--- config.mk ---
export PLATFORM = sky130hd
export DESIGN_NAME = wildcard_glob_matcher_core
export DESIGN_NICKNAME = d
export VERILOG_FILES = /design/src/wgm_pkg.sv /design/src/wildcard_glob_matcher_core.sv
export SDC_FILE = /design/constraint.sdc
export NUM_CORES = 1
export LEC_CHECK = 0
export ABC_AREA = 1
export BUFFER_PORTS_ARGS = -buffer_cell sky130_fd_sc_hd__buf_2
export CAP_MARGIN = 20
export CORE_ASPECT_RATIO = 0.7
export CORE_MARGIN = 4
export CORE_UTILIZATION = 50
export CTS_CLUSTER_SIZE = 20
export DETAILED_ROUTE_END_ITERATION = 8
export PLACE_DENSITY_LB_ADDON = 0.1
export SLEW_MARGIN = 5
export SYNTH_ARGS = -nofsm -noshare
export SYNTH_HDL_FRONTEND = slang
export SYNTH_SLANG_ARGS = --single-unit
export TNS_END_PERCENT = 5
--- constraint.sdc ---
create_clock -name clk_i -period 8.6 [get_ports clk_i]
set_input_delay 1.72 -clock clk_i [delete_from_list [all_inputs] [get_ports clk_i]]
set_output_delay 1.72 -clock clk_i [all_outputs]
set_load 0.01 [all_outputs]
--- src/wgm_pkg.sv ---
package wgm_pkg;

  localparam int unsigned MaxPatternDefault = 64;

  localparam logic [7:0] StarByte = 8'h2A;
  localparam logic [7:0] AnyByte  = 8'h3F;
  localparam logic [8:0] CaseGap  = 9'd32;

  typedef enum logic [1:0] {
    KIND_PATTERN = 2'd0,
    KIND_TEXT    = 2'd1,
    KIND_FINISH  = 2'd2
  } kind_e;

  typedef enum logic {
    ST_IDLE  = 1'b0,
    ST_SWEEP = 1'b1
  } state_e;

  function automatic logic bytes_agree(logic [7:0] p, logic [7:0] t);
    logic [8:0] d;
    d = {1'b0, p} - {1'b0, t};
    return (d == 9'd0) || (d == CaseGap) || (d == (9'd0 - CaseGap));
  endfunction

endpackage

--- src/wildcard_glob_matcher_core.sv ---
// wildcard glob matcher
//
// input stream s_axis: tuser carries the item kind (pattern byte, text byte,
// finish), tdata carries the byte. pattern bytes come first, then text bytes,
// then one finish request, which returns one result on m_axis:
// tdata bit 0 is the match flag, bit 1 flags pattern bytes dropped as overflow.
//
// a pattern byte or a finish is handled while idle; the finish result shows
// on the output register the cycle after. a text byte starts a sweep over
// the pattern: the pattern and its prefix match bits sit in one memory with a
// registered read, and the sweep reads one entry and writes it back each
// cycle. a text byte with an empty pattern needs no sweep.
//
// after reset the pattern is empty and no memory clearing is needed; entries
// are written before they are read. a stalled result holds on m_axis and
// every new request waits until that result is taken.
module wildcard_glob_matcher_core #(
  parameter int unsigned MAX_PATTERN = wgm_pkg::MaxPatternDefault
) (
  input  logic       clk_i,
  input  logic       rst_ni,
  input  logic       s_axis_tvalid_i,
  output logic       s_axis_tready_o,
  input  logic [7:0] s_axis_tdata_i,   // ch [7:0]
  input  logic [1:0] s_axis_tuser_i,   // kind [1:0]
  output logic       m_axis_tvalid_o,
  input  logic       m_axis_tready_i,
  output logic [7:0] m_axis_tdata_o    // matched [0], pattern_overflow [1], zero [7:2]
);
  import wgm_pkg::*;

  localparam int unsigned AW = (MAX_PATTERN > 1) ? $clog2(MAX_PATTERN) : 1;
  localparam int unsigned CW = $clog2(MAX_PATTERN + 1);
  localparam logic [CW-1:0] MaxCount = CW'(MAX_PATTERN);

  state_e        state_q, state_d;
  logic [CW-1:0] count_q, count_d;
  logic          begun_q, begun_d;
  logic          ovf_q, ovf_d;
  logic          last_q, last_d;
  logic [AW-1:0] idx_q, idx_d;
  logic          old_prev_q, old_prev_d;
  logic          new_prev_q, new_prev_d;
  logic [7:0]    ch_q, ch_d;
  logic          out_valid_q, out_valid_d;
  logic [1:0]    out_data_q, out_data_d;

  logic [8:0]    mem_q [MAX_PATTERN];
  logic [8:0]    rd_data_q;
  logic [AW-1:0] rd_addr;
  logic          wr_en;
  logic [AW-1:0] wr_addr;
  logic [8:0]    wr_data;

  logic          in_fire;
  logic          out_fire;
  logic          star_here;
  logic          nv;
  logic          sweep_done;

  assign out_fire  = out_valid_q && m_axis_tready_i;
  assign in_fire   = s_axis_tvalid_i && s_axis_tready_o;
  assign star_here = (rd_data_q[8:1] == StarByte);
  assign sweep_done = ((CW'(idx_q) + CW'(1)) == count_q);

  always_comb begin
    if (star_here) begin
      nv = new_prev_q || rd_data_q[0];
    end else if ((rd_data_q[8:1] == AnyByte) || bytes_agree(rd_data_q[8:1], ch_q)) begin
      nv = old_prev_q;
    end else begin
      nv = 1'b0;
    end
  end

  always_comb begin
    state_d     = state_q;
    count_d     = count_q;
    begun_d     = begun_q;
    ovf_d       = ovf_q;
    last_d      = last_q;
    idx_d       = idx_q;
    old_prev_d  = old_prev_q;
    new_prev_d  = new_prev_q;
    ch_d        = ch_q;
    out_valid_d = out_valid_q && !out_fire;
    out_data_d  = out_data_q;
    wr_en       = 1'b0;
    wr_addr     = idx_q;
    wr_data     = rd_data_q;
    rd_addr     = '0;
    s_axis_tready_o = 1'b0;

    unique case (state_q)
      ST_IDLE: begin
        s_axis_tready_o = !out_valid_q || m_axis_tready_i;
        if (in_fire) begin
          unique case (s_axis_tuser_i)
            KIND_PATTERN: begin
              if (!begun_q) begin
                if (count_q >= MaxCount) begin
                  ovf_d = 1'b1;
                end else begin
                  wr_en   = 1'b1;
                  wr_addr = count_q[AW-1:0];
                  wr_data = {s_axis_tdata_i, last_q && (s_axis_tdata_i == StarByte)};
                  last_d  = last_q && (s_axis_tdata_i == StarByte);
                  count_d = count_q + CW'(1);
                end
              end
            end
            KIND_TEXT: begin
              if (count_q == '0) begin
                begun_d = 1'b1;
                last_d  = 1'b0;
              end else begin
                old_prev_d = !begun_q;
                new_prev_d = 1'b0;
                ch_d       = s_axis_tdata_i;
                idx_d      = '0;
                state_d    = ST_SWEEP;
              end
            end
            KIND_FINISH: begin
              out_valid_d = 1'b1;
              out_data_d  = {ovf_q, last_q};
              count_d     = '0;
              begun_d     = 1'b0;
              ovf_d       = 1'b0;
              last_d      = 1'b1;
            end
            default: begin
            end
          endcase
        end
      end
      ST_SWEEP: begin
        rd_addr    = idx_q + AW'(1);
        wr_en      = 1'b1;
        wr_addr    = idx_q;
        wr_data    = {rd_data_q[8:1], nv};
        new_prev_d = nv;
        old_prev_d = rd_data_q[0];
        if (sweep_done) begin
          last_d  = nv;
          begun_d = 1'b1;
          state_d = ST_IDLE;
        end else begin
          idx_d = idx_q + AW'(1);
        end
      end
      default: begin
        state_d = ST_IDLE;
      end
    endcase
  end

  always_ff @(posedge clk_i or negedge rst_ni) begin
    if (!rst_ni) begin
      state_q     <= ST_IDLE;
      count_q     <= '0;
      begun_q     <= 1'b0;
      ovf_q       <= 1'b0;
      last_q      <= 1'b1;
      idx_q       <= '0;
      out_valid_q <= 1'b0;
    end else begin
      state_q     <= state_d;
      count_q     <= count_d;
      begun_q     <= begun_d;
      ovf_q       <= ovf_d;
      last_q      <= last_d;
      idx_q       <= idx_d;
      out_valid_q <= out_valid_d;
    end
  end

  always_ff @(posedge clk_i) begin
    old_prev_q <= old_prev_d;
    new_prev_q <= new_prev_d;
    ch_q       <= ch_d;
    out_data_q <= out_data_d;
  end

  // pattern and prefix bit memory, registered read
  always_ff @(posedge clk_i) begin
    if (wr_en) begin
      mem_q[wr_addr] <= wr_data;
    end
    rd_data_q <= mem_q[rd_addr];
  end

  assign m_axis_tvalid_o = out_valid_q;
  assign m_axis_tdata_o  = {6'd0, out_data_q};

  a_sweep_in_range: assert property (@(posedge clk_i) disable iff (!rst_ni)
    (state_q == ST_SWEEP) |-> (CW'(idx_q) < count_q))
    else $error("sweep index past pattern length");

  a_no_accept_in_sweep: assert property (@(posedge clk_i) disable iff (!rst_ni)
    (state_q == ST_SWEEP) |-> !s_axis_tready_o)
    else $error("input accepted during sweep");

  a_finish_clears: assert property (@(posedge clk_i) disable iff (!rst_ni)
    (in_fire && (s_axis_tuser_i == KIND_FINISH)) |=>
      (m_axis_tvalid_o && (count_q == '0) && !begun_q && !ovf_q && last_q))
    else $error("finish did not report and clear");

  a_count_bound: assert property (@(posedge clk_i) disable iff (!rst_ni)
    count_q <= MaxCount)
    else $error("pattern count beyond capacity");

endmodule
# Word level (Yosys, flattened, before mapping)
# Memory sizes are Yosys's and may differ from the RTL's. A register that Yosys moved wholly into a read port is not among the register bits.
# Index checks and enable logic that the tools add are counted.
# totals
reg_bits	30
ramBits	576
input_bits	14
out_inout_bits	10
elab_cells	124
n_memories	1
# classes
n_addsub	4
order_cmp	1
eq_ne	21
mux	60
bitwise	2
reduce_logical	24
# mem_list
memory	depth	word_bits	read_ports	rd_clocked_by_memory_dff	wr	line	source
mem_q	64	9	1	1	1	wildcard_glob_matcher_core.sv:48	logic [8:0] mem_q [MAX_PATTERN];
# op_table
op	n
$mux W6	9
$mux W9	4
$mux W1	32
$eq A8 B6 Y1 const B	3
$pmux W6 S2	2
$pmux W9 S2	1
$pmux W1 S2	8
$mux W7	2
$pmux W7 S2	1
$ne A2 B2 Y1 const B	6
$reduce_and A4 Y1	3
$reduce_and A5 Y1	2
$eq A9 B6 Y1 const B	1
$eq A9 B9 Y1 const B	1
$logic_not A9 Y1	1
$ne A3 B3 Y1 const B	3
$sub A8 B8 Y9	1
$add A6 B1 Y7 const B	1
$add A7 B1 Y7 const B	1
$eq A7 B7 Y1	1
$ge A7 B7 Y1 const B	1
$logic_not A7 Y1	1
$add A6 B1 Y6 const B	1
$reduce_and A3 Y1	2
other kinds (13)	24

# Longest topological paths before layout
# logic_depth
word_depth	9
ltp_mapped	18
ltp_nobuf	18

# Least setup slack after synthesis
# No wires, ideal clock.
# synth_timing
path_kind	input-to-reg
start	input s_axis_tuser_i[0]
end	memory mem_q[0][1], data pin
arrival_time_ns	5.144
required_ns	7.898
path_slack_ns	2.754
cell_stages	7
path_cell_list	inv_1 > ha_1 > nand3_1 > nor2_8 > buf_6 > clkbuf_1 > o21ai_0
# synth_between
elab_chain_cells	4
# synth_rtl
element	line	source
start: declaration	wildcard_glob_matcher_core.sv:25	input logic [1:0] s_axis_tuser_i,
$logic_not A2 Y1	wildcard_glob_matcher_core.sv:98	unique case (s_axis_tuser_i)
$mux W9	wildcard_glob_matcher_core.sv:98	
$mux W9	wildcard_glob_matcher_core.sv:97	if (in_fire) begin
$pmux W9 S2	wildcard_glob_matcher_core.sv:94	unique case (state_q)
via wr_data[1]	wildcard_glob_matcher_core.sv:53	logic [8:0] wr_data;
end: declaration	wildcard_glob_matcher_core.sv:48	
# The timed path passes the listed nets, and every way through them passes these cells.

# Final worst setup path
# layout_timing
start	input s_axis_tuser_i[0]
end	memory mem_q[30][0] (enable)
# layout_between
elab_chain_cells	6
# layout_rtl
element	line	source
$logic_not A2 Y1 *	wildcard_glob_matcher_core.sv:98	
$mux W1	wildcard_glob_matcher_core.sv:98	
$mux W1	wildcard_glob_matcher_core.sv:97	
$pmux W1 S2	wildcard_glob_matcher_core.sv:94	
$mux W1	wildcard_glob_matcher_core.sv:187	if (wr_en) begin
$mux W1 (not written as such)	wildcard_glob_matcher_core.sv:188	mem_q[wr_addr] <= wr_data;
# Every way passes the cells marked *; elsewhere a longest branch is shown, timed or not.

==> results.py <==
metrics = {
    "critical_path": {
        "path_class": "in2reg",
        "crit_required_ns": 8.84,
        "crit_buf_inv": 3,
        "setup.worst_path.end_class": "flip-flop",
        "rr_worst_depth": 10,
        "cp_slowest_cell": "nor2_1",
        "path_depth": 9,
        "cp-start-kind": "input port",
        "r2r_slack_ns": 4.10,
        "crit_chain": "buf_2 > inv_1 > ha_1 > nand3_1 > nor2_8 > o21ai_2 > inv_2 > nand4_1 > nor2_1",
        "cp.arrival_ns": 5.27,
        "crit_fanout": 28,
        "crit_family": "simple AND/OR/NAND/NOR gates",
        "cpPeakStageDelay_ns": 1.00,
    },
    "sta": {
        "rsz0062_at_grt": "false",
        "min_period_ns": 5.03,
        "setup_tns_ns": 0,
        "finClkSkew_ns": 0.0192,
        "min_period_over_period_pct": 58.5,
        "slew_headroom_pct": 27.8,
        "setup_viol": 0,
        "report.final.slew_viol_count": 0,
        "worst_slack_ns": 3.57,
        "fmax_ghz": 0.199,
        "hold_viol": 0,
        "worst-slew-pin-transition_ns": 1.08,
    },
    "yosys": {
        "synth_area_leaders": "edfxtp_1 (70%), o21ai_0 (6.1%), nor2_1 (5.6%)",
        "synthesis.area_um2": 25300,
        "synth_top_area_share_pct": 69.7,
        "ys_warn_count": 0,
        "ys.flop_type": "edfxtp_1",
        "ys_types": 47,
        "synth_seq_area_share_pct": 72.2,
        "netlist_instances": 1998,
        "yosys.area.top_type": "edfxtp_1",
        "async_flop_share_pct": 2.93,
        "synth_edf_count": 588,
        "postSynthAreaPerCell_um2": 12.7,
        "ys_ff_latch": 615,
    },
    "place": {
        "gp_congestion": 0.886,
        "portBuffers": 17,
        "dpl_worst_slack_ns": 3.01,
        "dp_hpwl_mm": 40.8,
        "placed_cell_area_um2": 26000,
    },
    "finish": {
        "layout-drive-gt1-share_pct": 8.65,
        "multi_input_area_um2": 6300,
        "final-seq-area_um2": 18300,
        "final_common_cell": "edfxtp_1",
        "mostFrequentLayoutCells": "edfxtp_1 (588), nor2_1 (380), o21ai_0 (304), nand2_1 (100), nand3_1 (92)",
        "final_core_util_pct": 56.0,
        "num_antenna_cells": 0,
        "synthToLayoutAreaGrowth_pct": 9.94,
        "final_nets": 2008,
        "fin_area_um2": 27800,
        "fillers": 4102,
    },
    "routing": {
        "ant_nets": 0,
        "viasPerCell": 6.24,
        "vias": 16800,
        "postRouteWirelength_mm": 70.1,
        "dr.first_iter.drc_count": 2649,
        "drtPass1Iterations": 6,
        "wl_per_cell_um": 26.1,
        "drc": 0,
    },
    "hold_path": {
        "min_path_type": "reg2reg",
        "min_delay_path_depth": 0,
    },
    "floorplan": {
        "dieArea_um2": 54400,
        "core_um2": 49700,
        "die_w_um": 277,
        "rows": 68,
        "ios": 24,
        "start_util_pct": 51.0,
        "die_y_um": 196,
    },
    "clock_tree": {
        "post-cts-setup-buffers": 0,
        "clk_latency_ns": 0.62,
        "root_buffer": "clkbuf_16",
        "cts_inserted_buffers": 58,
        "cts-htree-levels": 2,
        "cts_hold_buf": 0,
        "cts_tree": "yes",
        "cts_resized": 0,
        "clkTransAtPathRegs_ns": 0.06,
        "numClockSinks": 615,
        "clockBufferDepth": 3,
    },
    "grt": {
        "grt_start_max_net_pins": 111,
        "antenna_found_initial": 0,
        "groute.usage.overall_pct": 25.3,
        "grt_first_pass_wirelength_mm": 103,
        "grt-ovfl-total": 0,
        "grt_pass1_vias": 15800,
    },
    "run": {
        "maxCapViolations": 0,
    },
    "power_and_ir_drop": {
        "ir_drop_mv": 0.151,
        "leakagePower_nw": 7.07,
        "p_total_mw": 5.78,
        "power.density_nw_per_um2": 208,
    },
    "status": {
        "status": "complete, no violations",
    },
}
-- power by group --
group          switching [mW]  internal, mW  leakage [nW]
sequential           0.000563          3.23          3.89
clock                    1.09          1.44         0.906
combinational         0.00921       0.00388          2.27
-- kinds of logic after synthesis --
logic type | after synthesis | synth area share [%]
AND/OR/NAND/NOR | 623 | 10.5
flip-flops | 615 | 72.2
AO/OA/AOI/OAI | 537 | 12.7
buffers and inverters | 201 | 3.52
adder cells (fa/ha/maj) | 14 | 0.692
XOR/XNOR | 6 | 0.291
other | 1 | 0.0148
multiplexers | 1 | 0.0445
-- per-layer routing --
metal / routed length [um] / vias up / global-route usage, %
met1: 31400 / 8312 / 39.3
met2: 29600 / 932 / 36.0
li1: - / 7421 / -
met5: 0 / - / 0
met3: 7580 / 99 / 6.31
met4: 1510 / 0 / 6.32
-- state kept, by name, indices dropped and copies added, names as in the netlist --
signal / cells
count_q: 7
last_q: 1
new_prev_q: 1
rd_data_q: 9
state_q: 1
begun_q: 1
m_axis_tvalid_o: 1
old_prev_q: 1
ch_q: 8
out_data_q: 2
mem_q: 576
idx_q: 6
ovf_q: 1
-- cell type report --
| class | instances | area share, % |
|---|---|---|
| Sequential cell | 615 | 65.7 |
| Clock buffer | 73 | 5.56 |
| Timing Repair Buffer | 43 | 0.998 |
| Tap cell | 665 | 2.99 |
| Multi-Input combinational cell | 1187 | 22.6 |
| Inverter | 75 | 1.06 |
| Clock inverter | 29 | 1.05 |
-- synth_stat cells, drive strengths merged, types with 3 or more instances --
| library cell | n |
|---|---|
| edfxtp | 588 |
| nor4 | 10 |
| nor3 | 7 |
| nor2 | 385 |
| dfxtp | 9 |
| buf | 62 |
| nor3b | 3 |
| xor2 | 4 |
| clkinv | 3 |
| o221ai | 91 |
| dfrtp | 17 |
| nand2 | 106 |
| inv | 72 |
| o22ai | 57 |
| nand3 | 94 |
| o21ai | 327 |
| a21oi | 21 |
| nand4 | 16 |
| o211ai | 39 |
| ha | 14 |
| clkbuf | 64 |
-- final timing paths --
path                                 startpoint                       to
hold reg to reg               ovf_q$_DFFE_PN0P_  out_data_q[1]$_DFFE_PP_
min in group asynchronous                rst_ni     idx_q[4]$_DFFE_PN0P_
setup reg to reg           idx_q[0]$_DFFE_PN0P_     rd_data_q[6]$_DFF_P_
setup / recovery              s_axis_tuser_i[0]   mem_q[30][0]$_DFFE_PP_
hold / removal                ovf_q$_DFFE_PN0P_  out_data_q[1]$_DFFE_PP_
max in group asynchronous                rst_ni     idx_q[0]$_DFFE_PN0P_
-- through the flow --
| stage | hold WS (ns) | std cells |
|---|---|---|
| CTS | 0.495 | 2684 |
| finish | 0.487 | 2687 |
| detailed placement | 0.476 | 2582 |
| global route | 0.507 | 2687 |
| global placement | 0.477 | 2580 |
| floorplan | 0.426 | 2003 |
-- worst reg2reg max path: cells and delay by family, from the launching register on --
kind	cells	cell delay, ns
compound gates	4	1.30
buf+inv	2	1.48
flops	1	0.62
fa+ha+maj	1	0.42
simple gates	3	0.62
No activity file was read; power rests on OpenSTA's default activity.
